`src/sv/nlsc_pkg.sv`:
```
// Shared types and constants for the C numeric literal scanner.
// Holds the scan phase encoding, the per-token state record and kind codes.
// No dependencies.
package nlsc_pkg;

  typedef enum logic [3:0] {
    PH_START   = 4'd0,
    PH_ZERO    = 4'd1,
    PH_DEC     = 4'd2,
    PH_OCT     = 4'd3,
    PH_HEX     = 4'd4,
    PH_FRAC    = 4'd5,
    PH_EXPSIGN = 4'd6,
    PH_EXPDIG  = 4'd7,
    PH_ERR     = 4'd8
  } phase_e;

  typedef struct packed {
    phase_e phase;
    logic   leading_zero;
    logic   octal_valid;
    logic   hex_mode;
    logic   float_seen;
    logic   hex_digit_seen;
  } scan_state_t;

  localparam scan_state_t STATE_RESET = '{
    phase:          PH_START,
    leading_zero:   1'b0,
    octal_valid:    1'b0,
    hex_mode:       1'b0,
    float_seen:     1'b0,
    hex_digit_seen: 1'b0
  };

  localparam logic [1:0] KIND_BAD   = 2'd0;
  localparam logic [1:0] KIND_INT   = 2'd1;
  localparam logic [1:0] KIND_FLOAT = 2'd2;

  localparam logic [7:0] CH_ZERO  = 8'h30;  // '0'
  localparam logic [7:0] CH_SEVEN = 8'h37;  // '7'
  localparam logic [7:0] CH_NINE  = 8'h39;  // '9'
  localparam logic [7:0] CH_DOT   = 8'h2E;  // '.'
  localparam logic [7:0] CH_PLUS  = 8'h2B;  // '+'
  localparam logic [7:0] CH_MINUS = 8'h2D;  // '-'
  localparam logic [7:0] CH_LC_A  = 8'h61;  // 'a'
  localparam logic [7:0] CH_LC_F  = 8'h66;  // 'f'
  localparam logic [7:0] CH_UC_A  = 8'h41;  // 'A'
  localparam logic [7:0] CH_UC_F  = 8'h46;  // 'F'
  localparam logic [7:0] CH_LC_E  = 8'h65;  // 'e'
  localparam logic [7:0] CH_UC_E  = 8'h45;  // 'E'
  localparam logic [7:0] CH_LC_P  = 8'h70;  // 'p'
  localparam logic [7:0] CH_UC_P  = 8'h50;  // 'P'
  localparam logic [7:0] CH_LC_X  = 8'h78;  // 'x'
  localparam logic [7:0] CH_UC_X  = 8'h58;  // 'X'

endpackage

```
`src/sv/c_numeric_literal_scanner_core.sv`:
```
// Top level of the C numeric literal scanner: input register, scan state, result register.
// Instantiates nlsc_step; depends on nlsc_pkg.
//
//   Channel | Signals                           | Direction
//   --------+-----------------------------------+----------
//   in      | in_valid_i, in_ready_o, ch_i, last_i | sink
//   out     | out_valid_o, out_ready_i, kind_o, value_o | source
//
// One character per cycle unless a last character waits on a busy result slot; the
// input register takes each character and the result register takes the verdict
// when the last character leaves the input register, which raises out_valid_o.
// The scan step is a shift-add on the accumulator plus a small phase decode.
// Reset returns the scan state to the start of a token and empties both registers.
// A waiting result stalls only a request that carries the last flag; other
// characters keep flowing while the result sits in its register.
module c_numeric_literal_scanner_core import nlsc_pkg::*; #(
  parameter int VALUE_BITS = 32
) (
  input  logic               clk_i,
  input  logic               rst_ni,
  input  logic               in_valid_i,
  output logic               in_ready_o,
  input  logic [7:0]         ch_i,
  input  logic               last_i,
  output logic               out_valid_o,
  input  logic               out_ready_i,
  output logic [1:0]         kind_o,
  output logic signed [31:0] value_o
);

  logic                  in_valid_q;
  logic [7:0]            ch_q;
  logic                  last_q;
  scan_state_t           state_q;
  scan_state_t           state_d;
  logic [VALUE_BITS-1:0] acc_q;
  logic [VALUE_BITS-1:0] acc_d;
  logic                  out_valid_q;
  logic [1:0]            kind_q;
  logic [31:0]           value_q;
  logic [1:0]            kind_d;
  logic [31:0]           value_d;
  logic                  advance;

  nlsc_step #(
    .VALUE_BITS(VALUE_BITS)
  ) u_step (
    .state_i(state_q),
    .acc_i  (acc_q),
    .ch_i   (ch_q),
    .state_o(state_d),
    .acc_o  (acc_d),
    .kind_o (kind_d),
    .value_o(value_d)
  );

  // Held request moves on unless it yields a result and the result slot is busy
  assign advance    = in_valid_q && (!last_q || !out_valid_q || out_ready_i);
  assign in_ready_o = !in_valid_q || advance;

  always_ff @(posedge clk_i or negedge rst_ni) begin
    if (!rst_ni) begin
      in_valid_q  <= 1'b0;
      state_q     <= STATE_RESET;
      acc_q       <= '0;
      out_valid_q <= 1'b0;
    end else begin
      if (in_ready_o) in_valid_q <= in_valid_i;
      if (advance) begin
        if (last_q) begin
          state_q <= STATE_RESET;
          acc_q   <= '0;
        end else begin
          state_q <= state_d;
          acc_q   <= acc_d;
        end
      end
      if (advance && last_q) begin
        out_valid_q <= 1'b1;
      end else if (out_ready_i) begin
        out_valid_q <= 1'b0;
      end
    end
  end

  always_ff @(posedge clk_i) begin
    if (in_valid_i && in_ready_o) begin
      ch_q   <= ch_i;
      last_q <= last_i;
    end
    if (advance && last_q) begin
      kind_q  <= kind_d;
      value_q <= value_d;
    end
  end

  assign out_valid_o = out_valid_q;
  assign kind_o      = kind_q;
  assign value_o     = signed'(value_q);

endmodule

```
`src/sv/nlsc_step.sv`:
```
// Single-character step of the scanner: next state, accumulator and result kind.
// Purely combinational; sits between the input register and the result register.
// Depends on nlsc_pkg.
module nlsc_step import nlsc_pkg::*; #(
  parameter int VALUE_BITS = 32
) (
  input  scan_state_t           state_i,
  input  logic [VALUE_BITS-1:0] acc_i,
  input  logic [7:0]            ch_i,
  output scan_state_t           state_o,
  output logic [VALUE_BITS-1:0] acc_o,
  output logic [1:0]            kind_o,
  output logic [31:0]           value_o
);

  logic                  is_dec;
  logic                  is_lc_hex;
  logic                  is_uc_hex;
  logic                  is_hex;
  logic [3:0]            hex_val;
  logic [VALUE_BITS-1:0] dig;
  logic [VALUE_BITS-1:0] hdig;
  logic [63:0]           acc_ext;

  // Character that may open a fraction or an exponent after a digit run
  function automatic phase_e after_phase(input logic [7:0] c, input logic allow_dot,
                                         input logic hex);
    phase_e ph;
    if (allow_dot && c == CH_DOT) begin
      ph = PH_FRAC;
    end else if (c == CH_LC_E || c == CH_UC_E) begin
      ph = hex ? PH_ERR : PH_EXPSIGN;
    end else if (c == CH_LC_P || c == CH_UC_P) begin
      ph = hex ? PH_EXPSIGN : PH_ERR;
    end else begin
      ph = PH_ERR;
    end
    return ph;
  endfunction

  function automatic logic after_float(input logic [7:0] c, input logic allow_dot);
    return (allow_dot && c == CH_DOT) || c == CH_LC_E || c == CH_UC_E ||
           c == CH_LC_P || c == CH_UC_P;
  endfunction

  assign is_dec    = (ch_i >= CH_ZERO) && (ch_i <= CH_NINE);
  assign is_lc_hex = (ch_i >= CH_LC_A) && (ch_i <= CH_LC_F);
  assign is_uc_hex = (ch_i >= CH_UC_A) && (ch_i <= CH_UC_F);
  assign is_hex    = is_dec || is_lc_hex || is_uc_hex;
  // letters: low nibble of 'a'/'A' is 1, so add 9
  assign hex_val   = is_dec ? ch_i[3:0] : ch_i[3:0] + 4'd9;
  assign dig       = VALUE_BITS'(ch_i[3:0]);
  assign hdig      = VALUE_BITS'(hex_val);

  always_comb begin
    state_o = state_i;
    acc_o   = acc_i;
    unique case (state_i.phase)
      PH_START: begin
        if (ch_i == CH_ZERO) begin
          state_o.phase = PH_ZERO;
          acc_o         = '0;
        end else if (is_dec) begin
          state_o.phase = PH_DEC;
          acc_o         = dig;
        end else if (ch_i == CH_DOT) begin
          state_o.phase      = PH_FRAC;
          state_o.float_seen = 1'b1;
        end else begin
          state_o.phase = PH_ERR;
        end
      end
      PH_ZERO: begin
        if (is_dec) begin
          state_o.phase        = PH_OCT;
          state_o.leading_zero = 1'b1;
          state_o.octal_valid  = (ch_i <= CH_SEVEN);
          acc_o                = dig;
        end else if (ch_i == CH_LC_X || ch_i == CH_UC_X) begin
          state_o.phase    = PH_HEX;
          state_o.hex_mode = 1'b1;
        end else begin
          state_o.phase = after_phase(ch_i, 1'b1, state_i.hex_mode);
          if (after_float(ch_i, 1'b1)) state_o.float_seen = 1'b1;
        end
      end
      PH_DEC: begin
        if (is_dec) begin
          acc_o = (acc_i << 3) + (acc_i << 1) + dig;  // times ten
        end else begin
          state_o.phase = after_phase(ch_i, 1'b1, state_i.hex_mode);
          if (after_float(ch_i, 1'b1)) state_o.float_seen = 1'b1;
        end
      end
      PH_OCT: begin
        if (is_dec) begin
          if (ch_i > CH_SEVEN) state_o.octal_valid = 1'b0;
          acc_o = (acc_i << 3) + dig;
        end else begin
          state_o.phase = after_phase(ch_i, 1'b1, state_i.hex_mode);
          if (after_float(ch_i, 1'b1)) state_o.float_seen = 1'b1;
        end
      end
      PH_HEX: begin
        if (is_hex) begin
          state_o.hex_digit_seen = 1'b1;
          acc_o                  = (acc_i << 4) + hdig;
        end else begin
          state_o.phase = after_phase(ch_i, 1'b1, state_i.hex_mode);
          if (after_float(ch_i, 1'b1)) state_o.float_seen = 1'b1;
        end
      end
      PH_FRAC: begin
        if (state_i.hex_mode) begin
          if (is_hex) begin
            state_o.hex_digit_seen = 1'b1;
          end else begin
            state_o.phase = after_phase(ch_i, 1'b0, state_i.hex_mode);
            if (after_float(ch_i, 1'b0)) state_o.float_seen = 1'b1;
          end
        end else if (!is_dec) begin
          state_o.phase = after_phase(ch_i, 1'b0, state_i.hex_mode);
          if (after_float(ch_i, 1'b0)) state_o.float_seen = 1'b1;
        end
      end
      PH_EXPSIGN: begin
        state_o.phase = (ch_i == CH_PLUS || ch_i == CH_MINUS || is_dec) ? PH_EXPDIG : PH_ERR;
      end
      PH_EXPDIG: begin
        if (!is_dec) state_o.phase = PH_ERR;
      end
      default: begin
        state_o.phase = PH_ERR;
      end
    endcase
  end

  assign acc_ext = 64'(acc_o);

  // Verdict on the post-step state; only used when the character is the last
  always_comb begin
    kind_o  = KIND_BAD;
    value_o = '0;
    if (state_o.phase == PH_ERR || (state_o.hex_mode && !state_o.hex_digit_seen)) begin
      kind_o = KIND_BAD;
    end else if (state_o.float_seen) begin
      kind_o = KIND_FLOAT;
    end else if (state_o.leading_zero && !state_o.octal_valid) begin
      kind_o = KIND_BAD;
    end else begin
      kind_o  = KIND_INT;
      value_o = acc_ext[31:0];
    end
  end

endmodule

```
`config.mk`:
```
export PLATFORM = sky130hd
export DESIGN_NAME = c_numeric_literal_scanner_core
export DESIGN_NICKNAME = d
export VERILOG_FILES = /design/src/sv/nlsc_pkg.sv /design/src/sv/c_numeric_literal_scanner_core.sv /design/src/sv/nlsc_step.sv
export SDC_FILE = /design/constraint.sdc
export NUM_CORES = 1
export LEC_CHECK = 0
export BUFFER_PORTS_ARGS = -buffer_cell sky130_fd_sc_hd__buf_4
export CAP_MARGIN = 20
export CELL_PAD_IN_SITES_DETAIL_PLACEMENT = 0
export CELL_PAD_IN_SITES_GLOBAL_PLACEMENT = 1
export CORE_ASPECT_RATIO = 2
export CORE_MARGIN = 3
export CORE_UTILIZATION = 44
export DETAILED_ROUTE_END_ITERATION = 10
export GPL_TIMING_DRIVEN = 1
export PLACE_DENSITY_LB_ADDON = 0.1
export SLEW_MARGIN = 5
export SYNTH_ARGS = -nofsm -noshare
export SYNTH_HDL_FRONTEND = slang
export SYNTH_HIERARCHICAL = 1
export SYNTH_SLANG_ARGS = --single-unit
```
`constraint.sdc`:
```
create_clock -name clk_i -period 3.5 [get_ports clk_i]
set_clock_uncertainty 0.15 [all_clocks]
set_input_delay 0.7 -clock clk_i [delete_from_list [all_inputs] [get_ports clk_i]]
set_output_delay 0.7 -clock clk_i [all_outputs]
set_load 0.005 [all_outputs]
```
== Yosys cells after proc, flatten, opt, wreduce, memory -nomap -nowiden ==
Index checks and enable logic that the tools add are counted.
Storage, ports and cells
  register bits after elaboration: 86
  latch bits: 0
  memories: 0
  memory bits (read-only): 0
  word-level logic and storage cells: 137
  bits in writable memories: 0
Operators by class
  bitwise gates (word level): 0
  $mul: 0
  reduce and logical (&&, ||, !) cells: 35
  $lt $le $gt $ge: 8
  equal/unequal tests: 18
  divide/modulo/power cells: 0
  shift-type cells: 0
  add/sub/neg operators: 5
  mux-type cells: 57
Operator list (count)
  32-bit 2-to-1 mux: 6
  32-bit one-hot mux with 5 select lines: 1
  32-bit by 4-bit adder with 32-bit output: 3
  4-bit 2-to-1 mux: 21
  8-bit by 7-bit == test with 1-bit output (second input constant): 6
  32-bit adder: 1
  8-bit by 6-bit == test with 1-bit output (second input constant): 4
  4-bit one-hot mux with 7 select lines: 1
  1-bit 2-to-1 mux: 21
  1-bit logical OR: 17
  4-bit by 3-bit == test with 1-bit output (second input constant): 4
  8-bit by 7-bit greater-or-equal comparator with 1-bit output (second input constant): 2
  8-bit by 6-bit <= comparator with 1-bit output (second input constant): 2
  8-bit by 7-bit <= comparator with 1-bit output (second input constant): 2
  9-bit 2-to-1 mux: 1
  4-bit by 2-bit == test with 1-bit output (second input constant): 2
  8-bit by 6-bit greater-or-equal comparator with 1-bit output (second input constant): 1
  8-bit by 6-bit > comparator with 1-bit output (second input constant): 1
  1-bit logical AND: 8
  2-bit 2-to-1 mux: 3
  1-bit zero test: 5
  1-bit one-hot mux with 5 select lines: 1
  4-bit adder (second input constant): 1
  4-bit by 1-bit == test with 1-bit output (second input constant): 1
  other kinds (6): 8

== Depth between registers and ports, before layout ==
  depth after elaboration: 12
  mapped depth: 16

== By module ==
The synthesis kept the hierarchy.
By module, submodules not included
  nlsc_step: seq. area each 0.0 sq um, cells each 642, instances 1, area each 4365.4 sq um
  c_numeric_literal_scanner_core: seq. area each 2367.3 sq um, cells each 285, instances 1, area each 3756.1 sq um

== Worst setup path before layout ==
Ideal clock, no wire load.
  path kind: flip-flop to flip-flop
  start: register acc_q[2]
  end: register value_q[31], in the netlist value_o[31] (data pin)
  data arrival time: 3.486 ns
  stages on the path, launching flop included: 15
  period minus slack after synthesis: 3.890 ns
  path buffers: 1
  path slack: -0.390 ns
  cell sequence: dfrtp_1 clkbuf_1 inv_1 fa_1 inv_1 ha_1 a211oi_1 nor2_1 o31ai_1 o31ai_1 o21ai_0 o31ai_1 o2111ai_1 a31o_2 and2_1
On the way
  longest elaborated chain between the ends: 4
  elaborated cells on any way between the ends: 8
  those cells by class: 4 x add/sub; 4 x mux
Ends and longest elaborated chain
  from (decl): line c_numeric_literal_scanner_core.sv:36  | logic [VALUE_BITS-1:0] acc_q;
  from (signal assigned): line c_numeric_literal_scanner_core.sv:65  | acc_q <= '0;
  from (signal assigned): line c_numeric_literal_scanner_core.sv:72  | acc_q <= '0;
  from (signal assigned): line c_numeric_literal_scanner_core.sv:75  | acc_q <= acc_d;
  32-bit adder: line nlsc_step.sv:89  | acc_o = (acc_i << 3) + (acc_i << 1) + dig;
  32-bit by 4-bit adder with 32-bit output: line nlsc_step.sv:89
  32-bit 2-to-1 mux: line nlsc_step.sv:88  | if (is_dec) begin
  32-bit one-hot mux with 5 select lines *: line nlsc_step.sv:58  | unique case (state_i.phase)
  via acc_d[31]: line c_numeric_literal_scanner_core.sv:37  | logic [VALUE_BITS-1:0] acc_d;
  to (signal assigned): line c_numeric_literal_scanner_core.sv:93  | value_q <= value_d;
  to (decl): line c_numeric_literal_scanner_core.sv:40  | logic [31:0] value_q;
The timed path passes the listed nets; every way through them passes the cells marked *.
A chain may end at the register's enable or synchronous reset.

== Worst setup path in the final report ==
  start: register ch_q[3]
  end: register value_q[26], in the netlist value_o[26] (data pin)
On the way
  elaborated cells on any way between the ends: 94
  those cells by class: 4 x add/sub; 8 x order compare; 11 x eq/ne; 49 x mux; 22 x reduce/logical
RTL lines
  from (decl): line c_numeric_literal_scanner_core.sv:32  | logic [7:0] ch_q;
  from (signal assigned): line c_numeric_literal_scanner_core.sv:88  | ch_q <= ch_i;
  8-bit by 6-bit greater-or-equal comparator with 1-bit output, or another cell as far along: line nlsc_step.sv:46  | assign is_dec = (ch_i >= CH_ZERO) && (ch_i <= CH_NINE);
  1-bit logical AND (on tied branches): line nlsc_step.sv:46, nlsc_step.sv:47
  4-bit 2-to-1 mux / 1-bit logical OR (equally long branches): line nlsc_step.sv:51, nlsc_step.sv:49
  32-bit by 4-bit adder with 32-bit output / 1-bit logical OR (equally long branches): line nlsc_step.sv:107, nlsc_step.sv:49
  32-bit 2-to-1 mux: line nlsc_step.sv:105  | if (is_hex) begin
  32-bit one-hot mux with 5 select lines *: line nlsc_step.sv:58
  via acc_d[26]: line c_numeric_literal_scanner_core.sv:37
Marked as above.

==> flow_summary.rst <==
.. list-table::
   :header-rows: 1

   * - Metric
     - Value
   * - Run status
     - finished clean
   * - Seq cells post-synth
     - 86
   * - Share of flip-flops with an asynchronous set or reset after synthesis
     - 50.0%
   * - DRT iter0 DRCs
     - roughly 520
   * - Weighted congestion at the end of routability-driven global placement
     - slightly below 1
   * - Post-Syn Instances
     - just over 900
   * - Post-Syn Nets
     - roughly 1000
   * - Critical register-to-register path endpoint
     - value_o[26]
   * - First-pass GRT wire length
     - 44400 um
   * - DP Wirelength
     - 21200 um
   * - Area growth from synthesis to layout
     - 19.9%
   * - Number of synthesized flops with an enable pin
     - 43
   * - CTS tree
     - built
   * - Flip-flop cell with the highest count after synthesis
     - sky130_fd_sc_hd__edfxtp_1
   * - Overall track demand over capacity in global routing
     - between 20% and 30%
   * - Worst Hold Class
     - input pin to asynchronous set/reset pin
   * - Initial antenna violation count
     - 0
   * - Static Leakage
     - around 4.4 nW
   * - Setup repair after global routing missed its margin
     - yes
   * - Fillers
     - 1729
   * - Final Routed Wirelength
     - roughly 29000 um
   * - Layout cell share with drive strength beyond 1
     - about 22%
   * - Netlist area before placement
     - 8120 um^2
   * - Total overflow reported by the global router
     - 0
   * - Number of different library cells in the post-synthesis netlist
     - a little under 80
   * - Avg WL per Cell
     - between 20 and 25 um
   * - Register-to-Register Path Depth
     - 13
   * - Number of global-route vias before repair
     - approximately 8300
   * - Remaining number of nets flagged by the antenna check after routing
     - 0
   * - Overall via count from detail_route
     - 7946
   * - Origin of the critical flop-to-flop path
     - ch_q[3]
   * - Number of clock sinks
     - 86
   * - I/O pin total
     - between 40 and 50
   * - Clock latency at the later pin of the worst-skew pair
     - approximately 0.36 ns
   * - Inserted Diodes
     - 0
   * - DR vias/cell
     - ~6.4
   * - Maxcap violations
     - 0
   * - Most common cell after layout, fill and taps aside
     - sky130_fd_sc_hd__buf_4
   * - Crit-path max FO
     - 25
   * - Power density over the cells
     - 271 nW/um^2
   * - Nets
     - about 1100
   * - Clock edge transition at the registers on the reported setup and hold paths
     - approximately 0.07 ns
   * - Crit. Startpoint
     - ch_q[3]
   * - Port Buffers
     - 48
   * - Dpl cells
     - about 1200
   * - DRC violations left
     - 0
   * - Worst-margin pin slew
     - approximately 0.7 ns
   * - Setup slack of the worst register-to-register path
     - around 0.043 ns
   * - Hold-fix buffers at CTS
     - 0
   * - Total number of yosys warnings
     - 6
   * - Average footprint of a synthesized cell
     - slightly below 9 um^2
   * - Floorplan die width
     - around 100 um
   * - Fin cells
     - 1247
   * - Capturing element type of the critical path
     - flip-flop
   * - Setup crit end
     - value_o[26]
   * - Worst slew margin
     - 52.2%
   * - Data required time of the worst path
     - between 3 and 4 ns
   * - CP Data Arrival Time
     - roughly 3.4 ns
   * - Die outline height
     - 198 um
   * - Most used cells in the layout excluding fill and tap cells
     - sky130_fd_sc_hd__buf_4, sky130_fd_sc_hd__nand3_1, sky130_fd_sc_hd__ha_1
   * - Largest net degree at the start of global routing
     - 51
   * - Worst vdd rail ir drop
     - about 0.25 mV
   * - Clock H-tree levels
     - 3
   * - Max frequency
     - slightly below 0.3 GHz
   * - Number of cell rows
     - 69
   * - First-pass detailed-route iteration total
     - 7
   * - Sequential cell area fraction in the yosys report
     - between 20% and 30%
   * - Clock tree buffer depth
     - 2
   * - Core Box Area
     - ~18000 um^2
   * - Clk root buf
     - sky130_fd_sc_hd__clkbuf_16
   * - Final setup violating endpoints
     - 0
   * - Die footprint
     - a little over 20000 um^2
   * - Starting Density
     - 45.2%
   * - Final Slew Violations
     - 0
   * - Final critical path time including I/O delays and setup
     - about 3.5 ns
   * - Endpoints failing hold
     - 0
   * - Clock buffers created by TritonCTS
     - 9
   * - Crit Path Class
     - flip-flop to flip-flop
   * - Ratio of final minimum period to clock period
     - between 90 and 100%
   * - Category of the worst setup path launch point
     - flip-flop
   * - Share of the core filled with cells in the final layout
     - ~54%
[how the worst min path moves through the flow]
stage / from / endpoint / slack, ns / cells after the start
global placement: state_q[0] / state_q[0] / 0.35 / 2
global route: rst_ni / state_q[3] / 0.27 / 1
CTS: rst_ni / state_q[3] / 0.26 / 1
detailed placement: state_q[0] / state_q[0] / 0.36 / 2
floorplan: rst_ni / acc_q[0] / 0.25 / 0
finish: rst_ni / state_q[3] / 0.23 / 1
[final cells by class]
class                      count  area (um^2)  area share (%)
multi-input combinational    757         5530            56.8
inverter                      22         82.6           0.848
sequential                    86         2370            24.3
clock inverter                 5         60.1           0.617
clock buffer                  11          233            2.39
tap                          213          267            2.74
timing repair buffer         153         1190            12.3
[synthesized netlist by cell type, types with 4 or more instances]
library cell	number	area, um^2
sky130_fd_sc_hd__nand3_1	74	370
sky130_fd_sc_hd__ha_1	65	813
sky130_fd_sc_hd__nand2_1	62	233
sky130_fd_sc_hd__nand2b_1	51	319
sky130_fd_sc_hd__nor2_1	49	184
sky130_fd_sc_hd__a21oi_1	46	230
sky130_fd_sc_hd__o21ai_0	46	230
sky130_fd_sc_hd__dfrtp_1	43	1080
sky130_fd_sc_hd__edfxtp_1	43	1290
sky130_fd_sc_hd__nand4b_1	43	377
sky130_fd_sc_hd__nand3b_1	42	315
sky130_fd_sc_hd__clkbuf_1	31	116
sky130_fd_sc_hd__a21o_1	26	195
sky130_fd_sc_hd__xnor2_1	26	228
sky130_fd_sc_hd__inv_1	21	78.8
sky130_fd_sc_hd__nand4_1	17	106
sky130_fd_sc_hd__and2_1	16	100
sky130_fd_sc_hd__xor2_1	16	140
sky130_fd_sc_hd__nor2b_1	14	87.6
sky130_fd_sc_hd__nor3_1	12	60.1
sky130_fd_sc_hd__buf_2	11	55.1
sky130_fd_sc_hd__buf_6	10	113
sky130_fd_sc_hd__a221oi_1	9	78.8
sky130_fd_sc_hd__a222oi_1	9	90.1
sky130_fd_sc_hd__and3_1	9	56.3
sky130_fd_sc_hd__a211oi_1	8	60.1
sky130_fd_sc_hd__a31oi_1	8	50.1
sky130_fd_sc_hd__o31ai_1	8	60.1
sky130_fd_sc_hd__a221o_1	7	70.1
sky130_fd_sc_hd__o21a_1	7	52.6
sky130_fd_sc_hd__buf_4	6	45.0
sky130_fd_sc_hd__o211ai_1	6	45.0
sky130_fd_sc_hd__or3_1	5	31.3
sky130_fd_sc_hd__a22oi_1	4	30.0
sky130_fd_sc_hd__a32o_1	4	40.0
sky130_fd_sc_hd__mux2i_1	4	40.0
sky130_fd_sc_hd__nor4_1	4	25.0
sky130_fd_sc_hd__o2111ai_1	4	35.0
sky130_fd_sc_hd__or2_2	4	25.0
[registers in the layout, indices dropped and copies added, names as in the netlist]
register,flops
out_valid_o,1
last_q,1
ch_q,8
acc_q,32
state_q,9
kind_o,2
value_o,32
in_valid_q,1
[cell families after synthesis]
| family | Yosys count | share of synthesized area, % |
|---|---|---|
| flops | 86 | 29.1 |
| buf+inv | 84 | 5.61 |
| mux | 5 | 0.632 |
| fa+ha+maj | 67 | 10.5 |
| simple gates | 421 | 30.5 |
| xor+xnor | 42 | 4.53 |
| compound gates | 222 | 19.1 |
[power by group]
part	internal, W	switching (W)
registers	0.00110	0.0000251
logic	0.000196	0.000322
clock network	0.000556	0.000443
total	0.00185	0.000791
[layer usage]
metal	track usage, %	vias to the layer above	part of all wire, %
met4	16.2	0	5.3
met3	2.82	88	3.4
met1	28.9	3912	35
met5	0	-	0
met2	55.2	236	56
li1	-	3710	-
[worst max-delay path, stage by stage, from the launching register on]
cell                       delay, ns
sky130_fd_sc_hd__edfxtp_1       0.42
sky130_fd_sc_hd__buf_4          0.16
sky130_fd_sc_hd__buf_4          0.17
sky130_fd_sc_hd__nor4b_4        0.36
sky130_fd_sc_hd__a31oi_4        0.16
sky130_fd_sc_hd__buf_4          0.20
sky130_fd_sc_hd__nor4_2         0.26
sky130_fd_sc_hd__o21ai_0        0.16
sky130_fd_sc_hd__a21o_1         0.21
sky130_fd_sc_hd__buf_12         0.18
sky130_fd_sc_hd__a222oi_1       0.22
sky130_fd_sc_hd__o31a_1         0.19
sky130_fd_sc_hd__nand3_1        0.16
sky130_fd_sc_hd__and2_1         0.21
[per-stage QoR]
stage / TNS (ns) / total power, W / area (um^2) / hold slack [ns] / setup slack, ns
2_1_floorplan: -0.102 / 0.00141 / 8170 / 0.254 / -0.0688
3_3_place_gp: -0.473 / 0.00163 / 9190 / 0.346 / -0.116
3_5_place_dp: -0.937 / 0.00164 / 9190 / 0.360 / -0.165
4_1_cts: 0 / 0.00263 / 9520 / 0.259 / 0.00475
5_1_grt: -0.203 / 0.00272 / 9740 / 0.269 / -0.0616
6_report: 0 / 0.00264 / 9740 / 0.229 / 0.0433
[repair_timing]
item	4_1_cts	5_1_grt
setup buffers	1	8
gates cloned	0	0
resized for setup	6	42
setup endpoints to repair	16	45
pin swaps	7	32
Power figures use the tool's default switching activity.
